[src/deo_pkg.sv]
// shared types and constants of the wheel odometry block
package deo_pkg;

   // fixed field widths
   localparam int THR_W    = 12;
   localparam int REG_W    = 32;
   localparam int DT_W     = 32;
   localparam int OUT_W    = 32;
   localparam int DIST_W   = 33;
   localparam int CSR_IDX_W = 2;

   // register indexes
   localparam logic [CSR_IDX_W-1:0] CSR_DIST_PER_COUNT  = 2'd0;
   localparam logic [CSR_IDX_W-1:0] CSR_INV_TRACK_WIDTH = 2'd1;
   localparam logic [CSR_IDX_W-1:0] CSR_WRAP_THRESHOLD  = 2'd2;

   // register reset values
   localparam logic [REG_W-1:0] DPC_RESET = 32'd128680;
   localparam logic [REG_W-1:0] INV_RESET = 32'd16777216;
   localparam logic [THR_W-1:0] THR_RESET = 12'd2608;

   // arithmetic constants
   localparam int VEL_SCALE   = 1000;
   localparam int DIST_SHIFT  = 8;
   localparam int TURN_SHIFT  = 24;
   localparam int DIV_N       = 42;
   localparam int VEL_W       = 43;
   localparam int SUM_W       = 44;
   localparam int MUL_DIGIT   = 8;
   localparam int MUL_STEPS   = 4;
   localparam int CNT_W       = 6;

   // multiplier operand select
   localparam logic [1:0] MSEL_LEFT  = 2'd0;
   localparam logic [1:0] MSEL_RIGHT = 2'd1;
   localparam logic [1:0] MSEL_DIFF  = 2'd2;

   // commands from controller to datapath
   typedef struct packed {
      logic       load;
      logic       cal;
      logic       ang;
      logic       mul_start;
      logic [1:0] mul_sel;
      logic       mul_step;
      logic       dist_l;
      logic       dist_r;
      logic       scale;
      logic       div_start;
      logic       div_step;
      logic       vel;
      logic       mix;
      logic       out_load;
   } deo_cmd_type;

endpackage

[src/deo_div.sv]
// restoring radix-2 divider, one quotient bit per step
module deo_div #(
   parameter int N = 42,
   parameter int D = 32
) (
   input  logic         clock,
   input  logic         start,
   input  logic         step,
   input  logic [N-1:0] dividend,
   input  logic [D-1:0] divisor,
   output logic [N-1:0] quotient
);

   logic [D-1:0] rem_ff, rem_in;
   logic [N-1:0] q_ff, q_in;
   logic [D:0]   rem_sh;
   logic [D:0]   trial;
   logic         ge;

   // trial subtract of shifted remainder
   always_comb begin
      rem_sh = {rem_ff, q_ff[N-1]};
      trial  = rem_sh - {1'b0, divisor};
      ge     = ~trial[D];
      rem_in = rem_ff;
      q_in   = q_ff;
      if (start) begin
         rem_in = '0;
         q_in   = dividend;
      end else if (step) begin
         rem_in = ge ? trial[D-1:0] : rem_sh[D-1:0];
         q_in   = {q_ff[N-2:0], ge};
      end
   end

   always_ff @(posedge clock) begin
      rem_ff <= rem_in;
      q_ff   <= q_in;
   end

   assign quotient = q_ff;

endmodule

[src/deo_ctrl.sv]
// sequencing state machine of the wheel odometry block
module deo_ctrl (
   input  logic                 clock,
   input  logic                 reset,
   input  logic                 req_valid,
   output logic                 req_ready,
   input  logic                 req_action,
   output logic                 rsp_valid,
   input  logic                 rsp_ready,
   output deo_pkg::deo_cmd_type cmd
);

   localparam logic [3:0] S_IDLE  = 4'd0;
   localparam logic [3:0] S_ANG   = 4'd1;
   localparam logic [3:0] S_MLS   = 4'd2;
   localparam logic [3:0] S_MULL  = 4'd3;
   localparam logic [3:0] S_DSTL  = 4'd4;
   localparam logic [3:0] S_MULR  = 4'd5;
   localparam logic [3:0] S_DSTR  = 4'd6;
   localparam logic [3:0] S_SCALE = 4'd7;
   localparam logic [3:0] S_DIVS  = 4'd8;
   localparam logic [3:0] S_DIV   = 4'd9;
   localparam logic [3:0] S_VEL   = 4'd10;
   localparam logic [3:0] S_MIX   = 4'd11;
   localparam logic [3:0] S_MULT  = 4'd12;
   localparam logic [3:0] S_DONE  = 4'd13;

   localparam logic [deo_pkg::CNT_W-1:0] MUL_LAST =
      deo_pkg::CNT_W'(deo_pkg::MUL_STEPS - 1);
   localparam logic [deo_pkg::CNT_W-1:0] DIV_LAST =
      deo_pkg::CNT_W'(deo_pkg::DIV_N - 1);

   logic [3:0]                  state_ff, state_in;
   logic [deo_pkg::CNT_W-1:0]   cnt_ff, cnt_in;
   logic                        rsp_valid_ff, rsp_valid_in;

   // next state and command decode
   always_comb begin
      state_in     = state_ff;
      cnt_in       = cnt_ff;
      cmd          = '0;
      req_ready    = 1'b0;
      rsp_valid_in = rsp_valid_ff & ~rsp_ready;
      case (state_ff)
         S_IDLE: begin
            req_ready = 1'b1;
            if (req_valid) begin
               cmd.load = 1'b1;
               cmd.cal  = req_action;
               state_in = req_action ? S_DONE : S_ANG;
            end
         end
         S_ANG: begin
            cmd.ang  = 1'b1;
            state_in = S_MLS;
         end
         S_MLS: begin
            cmd.mul_start = 1'b1;
            cmd.mul_sel   = deo_pkg::MSEL_LEFT;
            cnt_in        = '0;
            state_in      = S_MULL;
         end
         S_MULL: begin
            cmd.mul_step = 1'b1;
            cnt_in       = cnt_ff + 1'b1;
            if (cnt_ff == MUL_LAST) begin
               cnt_in   = '0;
               state_in = S_DSTL;
            end
         end
         S_DSTL: begin
            cmd.dist_l    = 1'b1;
            cmd.mul_start = 1'b1;
            cmd.mul_sel   = deo_pkg::MSEL_RIGHT;
            state_in      = S_MULR;
         end
         S_MULR: begin
            cmd.mul_step = 1'b1;
            cnt_in       = cnt_ff + 1'b1;
            if (cnt_ff == MUL_LAST) begin
               cnt_in   = '0;
               state_in = S_DSTR;
            end
         end
         S_DSTR: begin
            cmd.dist_r = 1'b1;
            state_in   = S_SCALE;
         end
         S_SCALE: begin
            cmd.scale = 1'b1;
            state_in  = S_DIVS;
         end
         S_DIVS: begin
            cmd.div_start = 1'b1;
            cnt_in        = '0;
            state_in      = S_DIV;
         end
         S_DIV: begin
            cmd.div_step = 1'b1;
            cnt_in       = cnt_ff + 1'b1;
            if (cnt_ff == DIV_LAST) begin
               cnt_in   = '0;
               state_in = S_VEL;
            end
         end
         S_VEL: begin
            cmd.vel  = 1'b1;
            state_in = S_MIX;
         end
         S_MIX: begin
            cmd.mix       = 1'b1;
            cmd.mul_start = 1'b1;
            cmd.mul_sel   = deo_pkg::MSEL_DIFF;
            state_in      = S_MULT;
         end
         S_MULT: begin
            cmd.mul_step = 1'b1;
            cnt_in       = cnt_ff + 1'b1;
            if (cnt_ff == MUL_LAST) begin
               cnt_in   = '0;
               state_in = S_DONE;
            end
         end
         S_DONE: begin
            // load the output register once the previous response is gone
            if (!rsp_valid_ff || rsp_ready) begin
               cmd.out_load = 1'b1;
               rsp_valid_in = 1'b1;
               state_in     = S_IDLE;
            end
         end
         default: begin
            state_in = S_IDLE;
         end
      endcase
   end

   always_ff @(posedge clock) begin
      if (reset) begin
         state_ff     <= S_IDLE;
         cnt_ff       <= '0;
         rsp_valid_ff <= 1'b0;
      end else begin
         state_ff     <= state_in;
         cnt_ff       <= cnt_in;
         rsp_valid_ff <= rsp_valid_in;
      end
   end

   assign rsp_valid = rsp_valid_ff;

endmodule

[src/deo_datapath.sv]
// odometry datapath: registers, turn counting, multiplier, dividers, outputs
module deo_datapath #(
   parameter int FRAME_BITS = 18,
   parameter int ANGLE_BITS = 12,
   parameter int TURN_BITS  = 20
) (
   input  logic                                   clock,
   input  logic                                   reset,
   input  deo_pkg::deo_cmd_type                   cmd,
   input  logic                                   csr_we,
   input  logic [deo_pkg::CSR_IDX_W-1:0]          csr_index,
   input  logic [deo_pkg::REG_W-1:0]              csr_wdata,
   input  logic [FRAME_BITS-1:0]                  req_left_frame,
   input  logic [FRAME_BITS-1:0]                  req_right_frame,
   input  logic [deo_pkg::DT_W-1:0]               req_elapsed_us,
   output logic [ANGLE_BITS-1:0]                  rsp_left_position,
   output logic [ANGLE_BITS-1:0]                  rsp_right_position,
   output logic signed [deo_pkg::OUT_W-1:0]       rsp_left_distance,
   output logic signed [deo_pkg::OUT_W-1:0]       rsp_right_distance,
   output logic signed [deo_pkg::OUT_W-1:0]       rsp_forward_velocity,
   output logic signed [deo_pkg::OUT_W-1:0]       rsp_turn_rate
);

   localparam int AB     = ANGLE_BITS;
   localparam int TB     = TURN_BITS;
   localparam int CNT_WD = TB + AB;
   localparam int MA_W   = (CNT_WD > deo_pkg::SUM_W) ? CNT_WD : deo_pkg::SUM_W;
   localparam int PW     = MA_W + deo_pkg::REG_W;
   localparam int CW     = ((AB > deo_pkg::THR_W) ? AB : deo_pkg::THR_W) + 2;
   localparam int DW     = deo_pkg::DIST_W;
   localparam int NW     = deo_pkg::DIV_N;
   localparam int VW     = deo_pkg::VEL_W;
   localparam int SW     = deo_pkg::SUM_W;
   localparam int OW     = deo_pkg::OUT_W;
   localparam logic [PW-1:0] LIM_NEG = PW'(64'h8000_0000);
   localparam logic [PW-1:0] LIM_POS = PW'(64'h7FFF_FFFF);

   // saturate a magnitude with a sign into the distance range
   function automatic logic signed [DW-1:0] sat_mag(input logic neg,
                                                    input logic [PW-1:0] mag);
      logic [DW-1:0] m;
      if (neg) begin
         m = (mag > LIM_NEG) ? DW'(LIM_NEG) : DW'(mag);
         return -$signed(m);
      end
      m = (mag > LIM_POS) ? DW'(LIM_POS) : DW'(mag);
      return $signed(m);
   endfunction

   // turn count after a wrap test on the angle jump
   function automatic logic [TB-1:0] next_turns(input logic [AB-1:0] ang,
                                                input logic [AB-1:0] last,
                                                input logic [TB-1:0] t,
                                                input logic [deo_pkg::THR_W-1:0] thr);
      logic signed [CW-1:0] jump;
      logic signed [CW-1:0] thr_s;
      logic                 dec;
      logic                 inc;
      jump  = $signed(CW'(ang)) - $signed(CW'(last));
      thr_s = $signed(CW'(thr));
      dec   = (jump >= thr_s);
      inc   = (jump <= -thr_s);
      return t + TB'(inc) - TB'(dec);
   endfunction

   // configuration registers
   logic [deo_pkg::REG_W-1:0] dpc_ff, inv_ff;
   logic [deo_pkg::THR_W-1:0] thr_ff;

   // odometry state
   logic [AB-1:0]        rest_l_ff, rest_r_ff, last_l_ff, last_r_ff;
   logic [TB-1:0]        turns_l_ff, turns_r_ff;
   logic signed [DW-1:0] lastd_l_ff, lastd_r_ff;

   // per-request working registers
   logic [AB-1:0]        raw_l_ff, raw_r_ff, rel_l_ff, rel_r_ff;
   logic [deo_pkg::DT_W-1:0] dt_ff;
   logic                 cal_ff;
   logic signed [DW-1:0] ld_ff, rd_ff;
   logic [NW-1:0]        nl_ff, nr_ff;
   logic                 nl_neg_ff, nr_neg_ff;
   logic signed [VW-1:0] vl_ff, vr_ff;
   logic signed [OW-1:0] fwd_ff;
   logic                 dneg_ff;
   logic [PW-1:0]        ma_ff, acc_ff;
   logic [deo_pkg::REG_W-1:0] mb_ff;

   // combinational values
   logic [AB-1:0]        raw_l_c, raw_r_c, rel_l_c, rel_r_c;
   logic signed [CNT_WD-1:0] cnt_l, cnt_r;
   logic [CNT_WD-1:0]    mag_l, mag_r;
   logic signed [DW:0]   dl_c, dr_c;
   logic signed [SW-1:0] sl_c, sr_c;
   logic [SW-1:0]        sl_mag, sr_mag;
   logic [NW-1:0]        ql, qr;
   logic signed [SW-1:0] sum_c, diff_c;
   logic [SW-1:0]        sum_mag, diff_mag;
   logic signed [DW-1:0] fwd_c, turn_c;
   logic [MA_W-1:0]      mul_a;
   logic                 zero_dt;

   // angle extraction and relative angles
   always_comb begin
      raw_l_c = req_left_frame[FRAME_BITS-1 -: AB];
      raw_r_c = req_right_frame[FRAME_BITS-1 -: AB];
      rel_l_c = raw_l_ff - rest_l_ff;
      rel_r_c = raw_r_ff - rest_r_ff;
   end

   // signed counts and their magnitudes
   always_comb begin
      cnt_l = $signed({turns_l_ff, rel_l_ff});
      cnt_r = $signed({turns_r_ff, rel_r_ff});
      mag_l = cnt_l[CNT_WD-1] ? CNT_WD'(-cnt_l) : CNT_WD'(cnt_l);
      mag_r = cnt_r[CNT_WD-1] ? CNT_WD'(-cnt_r) : CNT_WD'(cnt_r);
   end

   // distance change scaled by one thousand
   always_comb begin
      dl_c   = (DW+1)'(ld_ff) - (DW+1)'(lastd_l_ff);
      dr_c   = (DW+1)'(rd_ff) - (DW+1)'(lastd_r_ff);
      sl_c   = SW'(dl_c) * SW'(deo_pkg::VEL_SCALE);
      sr_c   = SW'(dr_c) * SW'(deo_pkg::VEL_SCALE);
      sl_mag = sl_c[SW-1] ? SW'(-sl_c) : SW'(sl_c);
      sr_mag = sr_c[SW-1] ? SW'(-sr_c) : SW'(sr_c);
   end

   // forward mean and velocity difference
   always_comb begin
      sum_c    = SW'(vl_ff) + SW'(vr_ff);
      diff_c   = SW'(vr_ff) - SW'(vl_ff);
      sum_mag  = sum_c[SW-1] ? SW'(-sum_c) : SW'(sum_c);
      diff_mag = diff_c[SW-1] ? SW'(-diff_c) : SW'(diff_c);
      fwd_c    = sat_mag(sum_c[SW-1], PW'(sum_mag >> 1));
      turn_c   = sat_mag(dneg_ff, acc_ff >> deo_pkg::TURN_SHIFT);
      zero_dt  = (dt_ff == '0);
   end

   // multiplier operand select
   always_comb begin
      case (cmd.mul_sel)
         deo_pkg::MSEL_LEFT:  mul_a = MA_W'(mag_l);
         deo_pkg::MSEL_RIGHT: mul_a = MA_W'(mag_r);
         deo_pkg::MSEL_DIFF:  mul_a = MA_W'(diff_mag);
         default:             mul_a = '0;
      endcase
   end

   // configuration and odometry state
   always_ff @(posedge clock) begin
      if (reset) begin
         dpc_ff     <= deo_pkg::DPC_RESET;
         inv_ff     <= deo_pkg::INV_RESET;
         thr_ff     <= deo_pkg::THR_RESET;
         rest_l_ff  <= '0;
         rest_r_ff  <= '0;
         last_l_ff  <= '0;
         last_r_ff  <= '0;
         turns_l_ff <= '0;
         turns_r_ff <= '0;
         lastd_l_ff <= '0;
         lastd_r_ff <= '0;
      end else begin
         if (csr_we) begin
            case (csr_index)
               deo_pkg::CSR_DIST_PER_COUNT:  dpc_ff <= csr_wdata;
               deo_pkg::CSR_INV_TRACK_WIDTH: inv_ff <= csr_wdata;
               deo_pkg::CSR_WRAP_THRESHOLD:  thr_ff <= csr_wdata[deo_pkg::THR_W-1:0];
               default: ;
            endcase
         end
         if (cmd.load && cmd.cal) begin
            rest_l_ff <= raw_l_c;
            rest_r_ff <= raw_r_c;
         end
         if (cmd.ang) begin
            turns_l_ff <= next_turns(rel_l_c, last_l_ff, turns_l_ff, thr_ff);
            turns_r_ff <= next_turns(rel_r_c, last_r_ff, turns_r_ff, thr_ff);
            last_l_ff  <= rel_l_c;
            last_r_ff  <= rel_r_c;
         end
         if (cmd.out_load && !cal_ff) begin
            lastd_l_ff <= ld_ff;
            lastd_r_ff <= rd_ff;
         end
      end
   end

   // working registers
   always_ff @(posedge clock) begin
      if (cmd.load) begin
         raw_l_ff <= raw_l_c;
         raw_r_ff <= raw_r_c;
         dt_ff    <= req_elapsed_us;
         cal_ff   <= cmd.cal;
      end
      if (cmd.ang) begin
         rel_l_ff <= rel_l_c;
         rel_r_ff <= rel_r_c;
      end
      // shift-add multiplier, one byte of the register operand a step
      if (cmd.mul_start) begin
         ma_ff  <= PW'(mul_a);
         mb_ff  <= (cmd.mul_sel == deo_pkg::MSEL_DIFF) ? inv_ff : dpc_ff;
         acc_ff <= '0;
      end else if (cmd.mul_step) begin
         acc_ff <= acc_ff + ma_ff * PW'(mb_ff[deo_pkg::MUL_DIGIT-1:0]);
         ma_ff  <= ma_ff << deo_pkg::MUL_DIGIT;
         mb_ff  <= mb_ff >> deo_pkg::MUL_DIGIT;
      end
      if (cmd.dist_l) begin
         ld_ff <= -sat_mag(cnt_l[CNT_WD-1], acc_ff >> deo_pkg::DIST_SHIFT);
      end
      if (cmd.dist_r) begin
         rd_ff <= sat_mag(cnt_r[CNT_WD-1], acc_ff >> deo_pkg::DIST_SHIFT);
      end
      if (cmd.scale) begin
         nl_ff     <= sl_mag[NW-1:0];
         nr_ff     <= sr_mag[NW-1:0];
         nl_neg_ff <= sl_c[SW-1];
         nr_neg_ff <= sr_c[SW-1];
      end
      if (cmd.vel) begin
         vl_ff <= nl_neg_ff ? -$signed({1'b0, ql}) : $signed({1'b0, ql});
         vr_ff <= nr_neg_ff ? -$signed({1'b0, qr}) : $signed({1'b0, qr});
      end
      if (cmd.mix) begin
         fwd_ff  <= fwd_c[OW-1:0];
         dneg_ff <= diff_c[SW-1];
      end
   end

   // output register
   always_ff @(posedge clock) begin
      if (cmd.out_load) begin
         if (cal_ff) begin
            rsp_left_position    <= '0;
            rsp_right_position   <= '0;
            rsp_left_distance    <= lastd_l_ff[OW-1:0];
            rsp_right_distance   <= lastd_r_ff[OW-1:0];
            rsp_forward_velocity <= '0;
            rsp_turn_rate        <= '0;
         end else begin
            rsp_left_position    <= rel_l_ff;
            rsp_right_position   <= rel_r_ff;
            rsp_left_distance    <= ld_ff[OW-1:0];
            rsp_right_distance   <= rd_ff[OW-1:0];
            rsp_forward_velocity <= zero_dt ? '0 : fwd_ff;
            rsp_turn_rate        <= zero_dt ? '0 : turn_c[OW-1:0];
         end
      end
   end

   // wheel velocity dividers, both wheels at once
   deo_div #(.N(NW), .D(deo_pkg::DT_W)) u_div_l (
      .clock    (clock),
      .start    (cmd.div_start),
      .step     (cmd.div_step),
      .dividend (nl_ff),
      .divisor  (dt_ff),
      .quotient (ql)
   );

   deo_div #(.N(NW), .D(deo_pkg::DT_W)) u_div_r (
      .clock    (clock),
      .start    (cmd.div_start),
      .step     (cmd.div_step),
      .dividend (nr_ff),
      .divisor  (dt_ff),
      .quotient (qr)
   );

endmodule

[src/dual_absolute_encoder_odometry_top.sv]
// top level of the differential drive wheel odometry block
// Usage:
//  - req channel (valid/ready) carries one request: both 18-bit encoder frames,
//    the action bit (0 sample, 1 calibrate) and the elapsed microseconds.
//  - rsp channel (valid/ready) returns one result per request: relative
//    angles, wheel distances, forward velocity and turn rate.
//  - csr port writes dist_per_count (0), inv_track_width (1) and
//    wrap_threshold (2) with no wait state; write only while idle.
// Sequencing:
//  - a sample request runs the angle step, the byte-serial multiplier
//    (three passes of 4 steps) for both wheel distances and the turn rate,
//    and the 42-step radix-2 velocity dividers of both wheels
//  - a calibrate request skips all arithmetic and goes straight to the result
//  - one request is worked on at a time; the next can be taken in the cycle
//    after the result enters the output register
// Reset clears all turn counts, angles, distances and restores register
// defaults. When the receiver stalls, the finished result holds in the
// output register and a following result waits until it is taken.
module dual_absolute_encoder_odometry_top #(
   parameter int FRAME_BITS = 18,
   parameter int ANGLE_BITS = 12,
   parameter int TURN_BITS  = 20
) (
   input  logic                              clock,
   input  logic                              reset,
   input  logic                              req_valid,
   output logic                              req_ready,
   input  logic                              req_action,
   input  logic [FRAME_BITS-1:0]             req_left_frame,
   input  logic [FRAME_BITS-1:0]             req_right_frame,
   input  logic [deo_pkg::DT_W-1:0]          req_elapsed_us,
   output logic                              rsp_valid,
   input  logic                              rsp_ready,
   output logic [ANGLE_BITS-1:0]             rsp_left_position,
   output logic [ANGLE_BITS-1:0]             rsp_right_position,
   output logic signed [deo_pkg::OUT_W-1:0]  rsp_left_distance,
   output logic signed [deo_pkg::OUT_W-1:0]  rsp_right_distance,
   output logic signed [deo_pkg::OUT_W-1:0]  rsp_forward_velocity,
   output logic signed [deo_pkg::OUT_W-1:0]  rsp_turn_rate,
   input  logic                              csr_we,
   input  logic [deo_pkg::CSR_IDX_W-1:0]     csr_index,
   input  logic [deo_pkg::REG_W-1:0]         csr_wdata
);

   deo_pkg::deo_cmd_type cmd;

   // sequencer
   deo_ctrl u_ctrl (
      .clock      (clock),
      .reset      (reset),
      .req_valid  (req_valid),
      .req_ready  (req_ready),
      .req_action (req_action),
      .rsp_valid  (rsp_valid),
      .rsp_ready  (rsp_ready),
      .cmd        (cmd)
   );

   // arithmetic and state
   deo_datapath #(
      .FRAME_BITS (FRAME_BITS),
      .ANGLE_BITS (ANGLE_BITS),
      .TURN_BITS  (TURN_BITS)
   ) u_dp (
      .clock                (clock),
      .reset                (reset),
      .cmd                  (cmd),
      .csr_we               (csr_we),
      .csr_index            (csr_index),
      .csr_wdata            (csr_wdata),
      .req_left_frame       (req_left_frame),
      .req_right_frame      (req_right_frame),
      .req_elapsed_us       (req_elapsed_us),
      .rsp_left_position    (rsp_left_position),
      .rsp_right_position   (rsp_right_position),
      .rsp_left_distance    (rsp_left_distance),
      .rsp_right_distance   (rsp_right_distance),
      .rsp_forward_velocity (rsp_forward_velocity),
      .rsp_turn_rate        (rsp_turn_rate)
   );

endmodule

[config.mk]
export PLATFORM = sky130hd
export DESIGN_NAME = dual_absolute_encoder_odometry_top
export DESIGN_NICKNAME = d
export VERILOG_FILES = /design/src/deo_pkg.sv /design/src/deo_div.sv /design/src/deo_ctrl.sv /design/src/deo_datapath.sv /design/src/dual_absolute_encoder_odometry_top.sv
export SDC_FILE = /design/constraint.sdc
export NUM_CORES = 2
export LEC_CHECK = 0
export BUFFER_PORTS_ARGS = -buffer_cell sky130_fd_sc_hd__buf_2
export CAP_MARGIN = 20
export CORE_AREA = 2 2 572 574
export DETAILED_ROUTE_END_ITERATION = 16
export DIE_AREA = 0 0 574 576
export PLACE_DENSITY = 0.52
export SLEW_MARGIN = 20
export SYNTH_ARGS = -nofsm -noshare
export SYNTH_HDL_FRONTEND = slang
export SYNTH_SLANG_ARGS = --single-unit
[constraint.sdc]
create_clock -name clock -period 9.25 [get_ports clock]
set_input_delay 0.925 -clock clock [delete_from_list [all_inputs] [get_ports clock]]
set_output_delay 0.925 -clock clock [all_outputs]
set_load 0.02 [all_outputs]
==> impl_results.md <==
- Status: complete, no violations
- Critical path's largest stage delay: 0.60 ns
- Post-synth EDFFs: 658
- Tcrit/Tclk final: 94.7%
- Iter 0 DRT Violations: 5840
- Flop-to-flop setup slack: 0.49 ns
- Chip width: 574 um
- Clock-pin slew on the worst setup and hold paths: 0.06 ns
- Worst path required time: 9.85 ns
- Min setup slack post-route: 0.492 ns
- Initial Utilization: 29.8%
- Max clock buf depth: 4
- Pre-antenna DRT Iters: 6
- Total track usage: 17.7%
- Yosys top cell area share: 20.4%
- Global route overflow: 0
- CTS Buf Count: 142
- IO Port Bufs: 249
- Clock period minus final worst setup slack: 8.76 ns
- Critical-path top delay cell: or4_1
- Crit-path max FO: 3
- Die area: 0.331 mm^2
- #FFs+latches synth: 1071
- Top-Level Pins: 262
- Vias in the first global route: 74.1k
- Largest net degree at the start of global routing: 126
- Share of layout cells above drive strength 1: 7.94%
- Number of remaining DRC errors: 0
- Chip height: 576 um
- Max transition margin: 13.4%
- CTS tree: done
- Fin. Hold Viols: 0
- Post-CTS Hold Buffers: 0
- Synth unique cells: 124
- Site Rows: 210
- Hold Crit Class: in2reg
- Post-route design area: 0.108 mm^2
- Slew Limit Fails: 0
- Post-synthesis instance total: 11.0k
- CP Launch Type: register
- CTS sink cnt: 1071
- Main synth FF type: edfxtp_1
- Floorplan core area: 0.325 mm^2
- R2r endpoint: u_dp.nr_ff[40]$_DFFE_PN_
- Storage cell area: 0.0280 mm^2
- Root buffer cell: clkbuf_16
- Slew @ Worst Pin: 1.29 ns
- Asr flop ratio synth: 0%
- Global-route wire length before repair: 458000 um
- Fmax: 0.114 GHz
- Multi-input gate area: 0.0622 mm^2
- Latest clock arrival within the worst-skew pair: 0.86 ns
- CP Class: reg2reg
- Leading area contributor after synthesis: edfxtp_1
- Cell Area, Synth: 0.0970 mm^2
- Cells after DPL: 15.3k
- Synthesized area per cell: 8.84 um^2
- Routed Wire Length: 297000 um
- Hpwl dp: 230000 um
- Crit end category: register
- Final #Nets: 12.6k
- Setup Viol. Count Final: 0
- Vias per inst: 4.91
- Number of fillers in the final layout: 34.3k
- Via Count: 76.3k
- H-tree Lvls: 4
- Pre-CTS WS: 0.204 ns
- DP Area: 0.103 mm^2
- Setup crit start: u_dp.rd_ff[1]$_DFFE_PP_
- Routed WL per cell: 19.1 um
- Yosys Warn Count: 0
- RePlAce Congestion: 0.935
- Worst Skew: 0.110 ns
- Finished Core Util: 33.3%
- Most area-consuming cells after synthesis: edfxtp_1 20%, fa_1 15%, ha_1 8.7%
- RSZ-0062 raised after global routing: yes
- Seq/Total Area, Yosys: 28.9%
- Non-Filler Instances: 15.6k
- Worst Setup EP: u_dp.nr_ff[40]$_DFFE_PN_
- FF-to-FF Start: u_dp.rd_ff[1]$_DFFE_PP_
- Max cap viols: 0
- Post-route ant nets: 0
- Initial antenna violation count: 32
- Crit path DAT: 9.36 ns
- Area Growth Syn to Fin: 11.6%
- Syn nets: 12.5k
- Worst-case reg-to-reg path depth: 33
-- cells in the mapped netlist (23+ instances only) --
master and number:
inv_1 1376, buf_1 74, o21ai_1 27, a21boi_0 29, or4_1 30, nand3_1 146, nand4_1 64, nor4_1 68
mux2i_1 53, a21oi_1 774, and3_1 45, or3_1 85, edfxtp_1 658, dfxtp_1 413, a211oi_1 87, o21a_1 71
o41ai_1 28, o21bai_1 89, o211ai_1 24, or2_2 29, a31oi_1 87, nor2_1 572, o21ai_0 427, xor2_1 238
o22ai_1 111, xnor2_1 565, a21o_1 155, ha_1 672, clkbuf_1 370, a22o_1 23, nor2b_1 116, fa_1 732
nand2_1 1588, nand2b_1 89, mux2_2 69, nor3_1 183, and2_1 314, o31ai_1 80
-- sequential cells by signal, indices dropped and copies added, names as in the netlist, 33 cells and up --
register and flops:
u_dp.acc_ff 76, u_dp.ma_ff 76, u_dp.vl_ff 43, u_dp.vr_ff 43, u_dp.u_div_l.quotient 42, u_dp.u_div_r.quotient 42, u_dp.nl_ff 39, u_dp.nr_ff 39
u_dp.lastd_l_ff 33, u_dp.lastd_r_ff 33, u_dp.ld_ff 33, u_dp.rd_ff 33
-- routing by layer --
layer	global-route usage (%)	up-vias	routed length, um
li1	-	37100	-
met1	25.5	37200	143000
met2	27.1	1695	130000
met3	2.41	292	15300
met4	5.72	12	9040
met5	0	-	73
-- critical path: cells and delay by family, from the launching register on --
family	cells	cell delay, ns
DFF	1	0.42
adders and majority gates	6	2.72
xor gates and xnor gates	2	0.22
AOI/OAI and AO/OA	15	3.09
and+or+nand+nor	6	1.85
buffers and inverters	4	0.20
-- kinds of logic (layout without fill, tap and decap cells) --
logic type	count (synthesis)	in the layout	synth area share, %
simple gates	3451	3451	16.7
compound gates	2247	2247	14.6
buf+inv	1864	2058	7.29
fa+ha+maj	1414	1414	23.9
flops	1071	1071	28.9
xor+xnor	806	806	7.31
mux	122	122	1.35
other cells	0	40	0
-- layout make-up --
cell class / count / area share [%]
flip-flops and latches: 1071 / 25.9
clock inverters: 85 / 0.760
repair buffers: 418 / 2.37
clock buffers: 165 / 3.49
diodes: 40 / 0.0925
well taps: 4346 / 5.03
inverters: 1390 / 4.83
multi-input cells: 8040 / 57.5
-- how the worst min path moves through the flow --
stage	cells past startpoint	endpoint	slack (ns)	from
after detailed placement	2	u_dp.last_r_ff[8]$_SDFFE_PP0P_	0.45	u_dp.last_r_ff[8]$_SDFFE_PP0P_
after global routing	1	u_dp.dt_ff[11]$_DFFE_PP_	0.21	req_elapsed_us[11]
after global placement	2	u_dp.ma_ff[75]$_SDFFE_PN0N_	0.44	u_dp.ma_ff[75]$_SDFFE_PN0N_
final	1	u_dp.dt_ff[11]$_DFFE_PP_	0.25	req_elapsed_us[11]
after floorplan	2	u_dp.ma_ff[75]$_SDFFE_PN0N_	0.43	u_dp.ma_ff[75]$_SDFFE_PN0N_
after CTS	1	u_dp.dt_ff[11]$_DFFE_PP_	0.18	req_elapsed_us[11]
-- cells in the final DEF, fill, tap and decap left out, types with 248 or more instances in the layout --
cell type  synthesis  routed
nor2_1           572     568
inv_1           1376    1372
a21oi_1          774     773
dfxtp_1          413     411
buf_2             22     248
and2_1           314     313
fa_1             732     732
edfxtp_1         658     658
ha_1             672     671
nand2_1         1588    1586
o21ai_0          427     422
xnor2_1          565     554
-- timing repair --
item	4_1_cts	5_1_grt
buffers inserted	0	2
endpoints found under the setup margin	0	77
gates resized for setup	0	31
-- through the flow --
step                hold slack [ns]  TNS, ns
global placement              0.441        0
CTS                           0.176        0
global route                  0.210   -0.135
finish                        0.250        0
floorplan                     0.432        0
detailed placement            0.446        0
Power is not shown: default switching activity piles up to over one toggle a cycle in this logic, so the estimate is an artifact.
